===== src/hw/rtl/rbt_pkg.sv =====
`timescale 1ns / 1ps

package rbt_pkg;

    // Widest table the chain is built for; the cell command carries this many index bits.
    localparam int IDX_MAX_W = 6;
    localparam int CNT_MAX_W = 7;

    localparam logic [7:0] FLAG_ENABLED = 8'h01;
    localparam logic [7:0] FLAG_EXEC    = 8'h02;

    localparam logic [1:0] ST_OK      = 2'd0;
    localparam logic [1:0] ST_FULL    = 2'd1;
    localparam logic [1:0] ST_NOMATCH = 2'd2;
    localparam logic [1:0] ST_BADIDX  = 2'd3;

    typedef enum logic [2:0] {
        FN_ADD_EXEC   = 3'd0,
        FN_ADD_RANGE  = 3'd1,
        FN_REM_INDEX  = 3'd2,
        FN_REM_ADDR   = 3'd3,
        FN_ENABLE     = 3'd4,
        FN_DISABLE    = 3'd5,
        FN_LOOKUP     = 3'd6,
        FN_CHECK_EXEC = 3'd7
    } t_func;

    typedef enum logic [1:0] {
        CELL_NOP     = 2'd0,
        CELL_LOAD    = 2'd1,
        CELL_ENABLE  = 2'd2,
        CELL_DISABLE = 2'd3
    } t_cell_op;

    typedef enum logic [1:0] {
        S_IDLE  = 2'd0,
        S_MATCH = 2'd1,
        S_PICK  = 2'd2
    } t_state;

    typedef struct packed {
        logic [31:0] start_addr;
        logic [31:0] end_addr;
        logic [7:0]  flags;
    } t_entry;

    typedef struct packed {
        t_cell_op               op;
        logic [IDX_MAX_W-1:0]   target;
        t_entry                 data;
    } t_cell_cmd;

    typedef struct packed {
        logic [31:0] addr;
        logic [7:0]  need;
    } t_key;

endpackage


===== src/hw/rtl/rbt_cell.sv =====
`timescale 1ns / 1ps

module rbt_cell #(
    parameter int IDX = 0
) (
    input  logic                          i_clk,
    input  rbt_pkg::t_cell_cmd            i_cmd,
    input  rbt_pkg::t_key                 i_key,
    input  logic [rbt_pkg::CNT_MAX_W-1:0] i_count,
    input  logic                          i_found,
    output logic                          o_found,
    output logic                          o_first,
    input  rbt_pkg::t_entry               i_tail,
    output rbt_pkg::t_entry               o_tail
);
    import rbt_pkg::*;

    t_entry r_entry;
    logic   r_hit;
    logic   in_use;
    logic   is_last;
    logic   hit;

    assign in_use  = CNT_MAX_W'(IDX) < i_count;
    assign is_last = (CNT_MAX_W'(IDX) + CNT_MAX_W'(1)) == i_count;

    // range holds the address and all asked flags are set
    assign hit = in_use
              && (i_key.addr >= r_entry.start_addr)
              && (i_key.addr <= r_entry.end_addr)
              && ((r_entry.flags & i_key.need) == i_key.need);

    always_ff @(posedge i_clk) begin
        r_hit <= hit;
        if (i_cmd.target == IDX_MAX_W'(IDX)) begin
            case (i_cmd.op)
                CELL_LOAD:    r_entry <= i_cmd.data;
                CELL_ENABLE:  r_entry.flags <= r_entry.flags | FLAG_ENABLED;
                CELL_DISABLE: r_entry.flags <= r_entry.flags & ~FLAG_ENABLED;
                default:      r_entry <= r_entry;
            endcase
        end
    end

    // priority: pass on whether a lower cell already hit
    assign o_found = i_found | r_hit;
    assign o_first = r_hit & ~i_found;

    // collect the last live entry along the chain
    always_comb begin
        o_tail.start_addr = i_tail.start_addr | (is_last ? r_entry.start_addr : 32'd0);
        o_tail.end_addr   = i_tail.end_addr   | (is_last ? r_entry.end_addr   : 32'd0);
        o_tail.flags      = i_tail.flags      | (is_last ? r_entry.flags      : 8'd0);
    end

endmodule


===== src/hw/rtl/range_breakpoint_table.sv =====
`timescale 1ns / 1ps

// Channel | Handshake          | Word
// --------+--------------------+-------------------------------------------------
// in      | i_valid / o_ready  | func, address, end_address, flag_bits, entry_index
// out     | o_valid / i_ready  | status, result_index, live_count
//
// Each word passes capture, match in every cell, then priority pick and table
// update, which waits while a stalled result fills the output register. All
// cells compare together; the first hit is taken from the registered hit bits.
// Reset (i_rst_n low at a clock edge) empties the table and the output register.
// A stalled result holds in the output register; a new word is taken once the
// previous result has been loaded there.
module range_breakpoint_table #(
    parameter int ENTRIES = 16
) (
    input  logic        i_clk,
    input  logic        i_rst_n,
    input  logic        i_valid,
    output logic        o_ready,
    input  logic [2:0]  i_func,
    input  logic [31:0] i_address,
    input  logic [31:0] i_end_address,
    input  logic [7:0]  i_flag_bits,
    input  logic [3:0]  i_entry_index,
    output logic        o_valid,
    input  logic        i_ready,
    output logic [1:0]  o_status,
    output logic [3:0]  o_result_index,
    output logic [4:0]  o_live_count
);
    import rbt_pkg::*;

    localparam int IDX_W = (ENTRIES > 1) ? $clog2(ENTRIES) : 1;
    localparam int CNT_W = $clog2(ENTRIES + 1);

    // state machine
    t_state r_state, n_state;
    logic   accept;
    logic   out_free;
    logic   complete;

    // captured word
    t_func       r_func;
    logic [31:0] r_addr;
    logic [31:0] r_end;
    logic [7:0]  r_flags;
    logic [3:0]  r_eidx;

    // table occupancy
    logic [CNT_W-1:0] r_count, n_count;

    // output register
    logic       r_out_valid;
    logic [1:0] r_status, n_status;
    logic [3:0] r_ridx;
    logic [IDX_W-1:0] n_ridx;

    // chain wiring
    t_key      key;
    t_cell_cmd cmd;
    logic [ENTRIES:0]   w_found;
    logic [ENTRIES-1:0] w_first;
    t_entry             w_tail [ENTRIES+1];
    t_entry             r_tail;
    logic [IDX_W-1:0]   hit_idx;
    logic               any_hit;
    logic               full;
    logic               idx_ok;

    assign accept   = i_valid && o_ready;
    assign out_free = !r_out_valid || i_ready;

    // next state
    always_comb begin
        n_state = r_state;
        unique case (r_state)
            S_IDLE:  if (accept) n_state = S_MATCH;
            S_MATCH: n_state = S_PICK;
            S_PICK:  if (out_free) n_state = S_IDLE;
            default: n_state = S_IDLE;
        endcase
    end

    // state outputs
    always_comb begin
        o_ready  = 1'b0;
        complete = 1'b0;
        unique case (r_state)
            S_IDLE:  o_ready = 1'b1;
            S_MATCH: o_ready = 1'b0;
            S_PICK:  complete = out_free;
            default: o_ready = 1'b0;
        endcase
    end

    // required flags: given flag bits for lookup, exec plus enabled for check, none for remove by address
    always_comb begin
        key.addr = r_addr;
        case (r_func)
            FN_LOOKUP:     key.need = r_flags;
            FN_CHECK_EXEC: key.need = FLAG_EXEC | FLAG_ENABLED;
            default:       key.need = 8'd0;
        endcase
    end

    assign w_found[0] = 1'b0;
    assign w_tail[0]  = '0;

    // one cell per table entry, priority and tail data ripple from cell 0 up
    for (genvar g = 0; g < ENTRIES; g++) begin : g_cell
        rbt_cell #(
            .IDX(g)
        ) u_cell (
            .i_clk   (i_clk),
            .i_cmd   (cmd),
            .i_key   (key),
            .i_count (CNT_MAX_W'(r_count)),
            .i_found (w_found[g]),
            .o_found (w_found[g+1]),
            .o_first (w_first[g]),
            .i_tail  (w_tail[g]),
            .o_tail  (w_tail[g+1])
        );
    end

    // encode the one-hot first hit into an index
    always_comb begin
        hit_idx = '0;
        for (int i = 0; i < ENTRIES; i++) begin
            if (w_first[i]) hit_idx = hit_idx | IDX_W'(i);
        end
    end

    assign any_hit = w_found[ENTRIES];
    assign full    = r_count == CNT_W'(ENTRIES);
    assign idx_ok  = CNT_MAX_W'(r_eidx) < CNT_MAX_W'(r_count);

    // pick: status, result and the table update for the current word
    always_comb begin
        n_count   = r_count;
        n_status  = ST_OK;
        n_ridx    = '0;
        cmd.op     = CELL_NOP;
        cmd.target = '0;
        cmd.data   = r_tail;
        unique case (r_func)
            FN_ADD_EXEC, FN_ADD_RANGE: begin
                if (full) begin
                    n_status = ST_FULL;
                end else begin
                    cmd.op              = CELL_LOAD;
                    cmd.target          = IDX_MAX_W'(r_count);
                    cmd.data.start_addr = r_addr;
                    if (r_func == FN_ADD_EXEC) begin
                        cmd.data.end_addr = r_addr;
                        cmd.data.flags    = FLAG_EXEC | FLAG_ENABLED;
                    end else begin
                        cmd.data.end_addr = r_end;
                        cmd.data.flags    = r_flags;
                    end
                    n_ridx  = IDX_W'(r_count);
                    n_count = r_count + CNT_W'(1);
                end
            end
            FN_REM_INDEX, FN_ENABLE, FN_DISABLE: begin
                if (!idx_ok) begin
                    n_status = ST_BADIDX;
                end else begin
                    cmd.target = IDX_MAX_W'(r_eidx);
                    n_ridx     = IDX_W'(r_eidx);
                    if (r_func == FN_REM_INDEX) begin
                        // last entry moves into the hole
                        cmd.op  = CELL_LOAD;
                        n_count = r_count - CNT_W'(1);
                    end else if (r_func == FN_ENABLE) begin
                        cmd.op = CELL_ENABLE;
                    end else begin
                        cmd.op = CELL_DISABLE;
                    end
                end
            end
            FN_REM_ADDR: begin
                if (!any_hit) begin
                    n_status = ST_NOMATCH;
                end else begin
                    cmd.op     = CELL_LOAD;
                    cmd.target = IDX_MAX_W'(hit_idx);
                    n_ridx     = hit_idx;
                    n_count    = r_count - CNT_W'(1);
                end
            end
            FN_LOOKUP, FN_CHECK_EXEC: begin
                if (!any_hit) n_status = ST_NOMATCH;
                else          n_ridx   = hit_idx;
            end
        endcase
        // drop the update unless the result can be loaded this cycle
        if (!complete) cmd.op = CELL_NOP;
    end

    always_ff @(posedge i_clk) begin
        if (!i_rst_n) begin
            r_state     <= S_IDLE;
            r_count     <= '0;
            r_out_valid <= 1'b0;
        end else begin
            r_state <= n_state;
            if (complete) begin
                r_count     <= n_count;
                r_out_valid <= 1'b1;
            end else if (i_ready) begin
                r_out_valid <= 1'b0;
            end
        end
    end

    // payload registers
    always_ff @(posedge i_clk) begin
        if (accept) begin
            r_func  <= t_func'(i_func);
            r_addr  <= i_address;
            r_end   <= i_end_address;
            r_flags <= i_flag_bits;
            r_eidx  <= i_entry_index;
        end
        r_tail <= w_tail[ENTRIES];
        if (complete) begin
            r_status <= n_status;
            r_ridx   <= 4'(n_ridx);
        end
    end

    assign o_valid        = r_out_valid;
    assign o_status       = r_status;
    assign o_result_index = r_ridx;
    assign o_live_count   = 5'(r_count);

endmodule


===== config.mk =====
export PLATFORM = sky130hd
export DESIGN_NAME = range_breakpoint_table
export DESIGN_NICKNAME = d
export VERILOG_FILES = /design/src/hw/rtl/rbt_pkg.sv /design/src/hw/rtl/rbt_cell.sv /design/src/hw/rtl/range_breakpoint_table.sv
export SDC_FILE = /design/constraint.sdc
export NUM_CORES = 2
export LEC_CHECK = 0
export BUFFER_PORTS_ARGS = -buffer_cell sky130_fd_sc_hd__buf_4
export CORE_MARGIN = 2
export CORE_UTILIZATION = 55
export DETAILED_ROUTE_END_ITERATION = 10
export HOLD_SLACK_MARGIN = 0.08
export PLACE_DENSITY_LB_ADDON = 0.3
export RECOVER_POWER = 25
export SKIP_CTS_REPAIR_TIMING = 1
export SLEW_MARGIN = 20
export SYNTH_ARGS = -nofsm -noshare
export SYNTH_HDL_FRONTEND = slang
export SYNTH_HIERARCHICAL = 1
export SYNTH_SLANG_ARGS = --single-unit

===== constraint.sdc =====
create_clock -name i_clk -period 34.3 [get_ports i_clk]
set_input_delay 1.715 -clock i_clk [delete_from_list [all_inputs] [get_ports i_clk]]
set_output_delay 1.715 -clock i_clk [all_outputs]
set_load 0.01 [all_outputs]

==> results_dict.tcl <==
set metrics [dict create \
    fp-row-count 139 \
    final_common_cell "a21o_1" \
    io_buffers 95 \
    criticalPathCategory "reg2reg" \
    viasPerCell 6.12 \
    violations "max-capacitance violations, max-slew violations" \
    hold_class "reg2reg" \
    io_pins 96 \
    cp.arrival_ns 9.68 \
    syn2layout_area_growth_pct 10.5 \
    drive_above_1_share_pct 7.49 \
    cts.htree.levels 4 \
    syn_area_mm2 0.0797 \
    drtIter0Drc 5058 \
    fin_ws_ns 24.83 \
    fin_crit_sh_pct 27.6 \
    pwr-share-comb_pct 10.7 \
    seqPwrFrac_pct 48.0 \
    path_max_fanout 56 \
    mostFrequentLayoutCells "a21o_1, edfxtp_1, inv_1, ha_1, a21oi_1" \
    clockBufferDepth 3 \
    postRouteAntennaNets 0 \
    initial_core_util_pct 55.5 \
    grt_util_all_layers_pct 31.1 \
    syn_inst 7111 \
    place.gp.congestion 0.950 \
    tightest_slew_ns 4.48 \
    max-vdd-ir-drop_mv 0.0491 \
    outcome "finished, violations left" \
    clock-root-buffer "clkbuf_16" \
    maxCapViolations 6 \
    cp-end-kind "register" \
    power.switching_uw 924 \
    drc_errors 0 \
    setup_viol 0 \
    slew_headroom_pct -198 \
    layout.nets 8571 \
    clk_pin_slew_worst_paths_ns 0.06 \
    grt_max_degree 177 \
    tns_ns 0 \
    dp_hpwl_mm 165 \
    clock_skew_ns 0.0461 \
    die_w_um 385 \
    clock.fmax_mhz 106 \
    wl_per_cell_um 24.5 \
    grt_pass1_wl_mm 346 \
    first_global_vias 59500 \
    clock_latency_ns 0.79 \
    core_mm2 0.144 \
    cellInternalPower_mw 2.87 \
    rsz0062_at_grt "false" \
    avgSynthCellArea_um2 11.2 \
    dp_slack_ns 26.56 \
    antenna_found_initial 13 \
    switching_share_pct 24.4 \
    cts_tree "yes" \
    first_pass_iters 6 \
    cts_buffers 147 \
    cts_sinks 1333 \
    hold_viol_final 0 \
    gr-total-overflow 0 \
    die_y_um 385 \
    yosysWarnings 6 \
    fin_crit_ns 9.47 \
    cp-start-kind "register" \
    route.vias.total 58100 \
    pwr-share-clk_pct 41.3 \
    p_leak_nw 42.7 \
    totalWireLength_mm 232 \
    die_area_mm2 0.148 \
    worstPathRequired_ns 34.50 \
    holdWs_ns 0.471 \
    slew_violations 238 \
    nFillCells 11400 \
    p_per_area_mw_per_mm2 43.1 \
]
-- worst max-delay path, cell delays in order, from the launching register on --
cell and delay, ns:
dfxtp_1 0.39, clkbuf_1 1.15, nor4_1 0.28, nand2_1 0.21
and2_0 3.16, clkbuf_1 2.35, a31oi_2 1.22
-- sequential cells by signal, summed over array words and instances (netlist names) --
signal,cells
g_cell.u_cell/r_entry,1152
r_tail,72
r_addr,32
r_end,32
g_cell.u_cell/r_hit,16
r_flags,8
o_live_count,5
o_result_index,4
r_eidx,4
r_func,3
o_status,2
r_state,2
o_valid,1
-- power groups by stage --
| stage | clock network (mW) | logic [mW] | registers (mW) |
|---|---|---|---|
| floorplan | 0 | 0.227 | 1.87 |
| detailed placement | 0 | 0.397 | 1.85 |
| global placement | 0 | 0.380 | 1.85 |
| CTS | 1.58 | 0.400 | 1.82 |
| global route | 1.65 | 0.442 | 1.82 |
| finish | 1.57 | 0.406 | 1.82 |
-- through the flow --
step | instances | area, µm² | power, mW | util (%)
floorplan | 7243 | 80200 | 2.10 | -
global placement | 9203 | 83300 | 2.23 | 58.0
detailed placement | 9203 | 83300 | 2.25 | 58.0
CTS | 9474 | 88000 | 3.80 | 61.3
global route | 9477 | 88000 | 3.91 | 61.3
finish | 9480 | 88000 | 3.79 | 61.3
-- final cells by class --
type	instances	area (µm²)	share of cell area (%)
Antenna cell	3	7.51	0.00853
Clock buffer	207	4160	4.73
Inverter	1124	4220	4.79
Clock inverter	64	578	0.657
Multi-Input combinational cell	4623	36000	40.9
Sequential cell	1333	39100	44.4
Timing Repair Buffer	223	1640	1.86
Tap cell	1903	2380	2.71
-- routing by layer --
metal	global-route usage, %	wire length [µm]
met2	51.7	109000
met5	0	83
met1	38.9	92700
met3	5.56	18000
met4	16.1	12500
-- path summary, 6_finish.rpt --
check | startpoint | to | slack (ns) | depth (start not counted)
setup reg to reg | o_live_count[2] | g_cell[1].u_cell/r_entry[31] | 24.83 | 6
setup / recovery | o_live_count[2] | g_cell[1].u_cell/r_entry[31] | 24.83 | 6
hold / removal | g_cell[15].u_cell/r_entry[17] | r_tail[17] | 0.47 | 1
hold reg to reg | g_cell[15].u_cell/r_entry[17] | r_tail[17] | 0.47 | 1
Note: power is estimated with default switching activity, not from simulation.
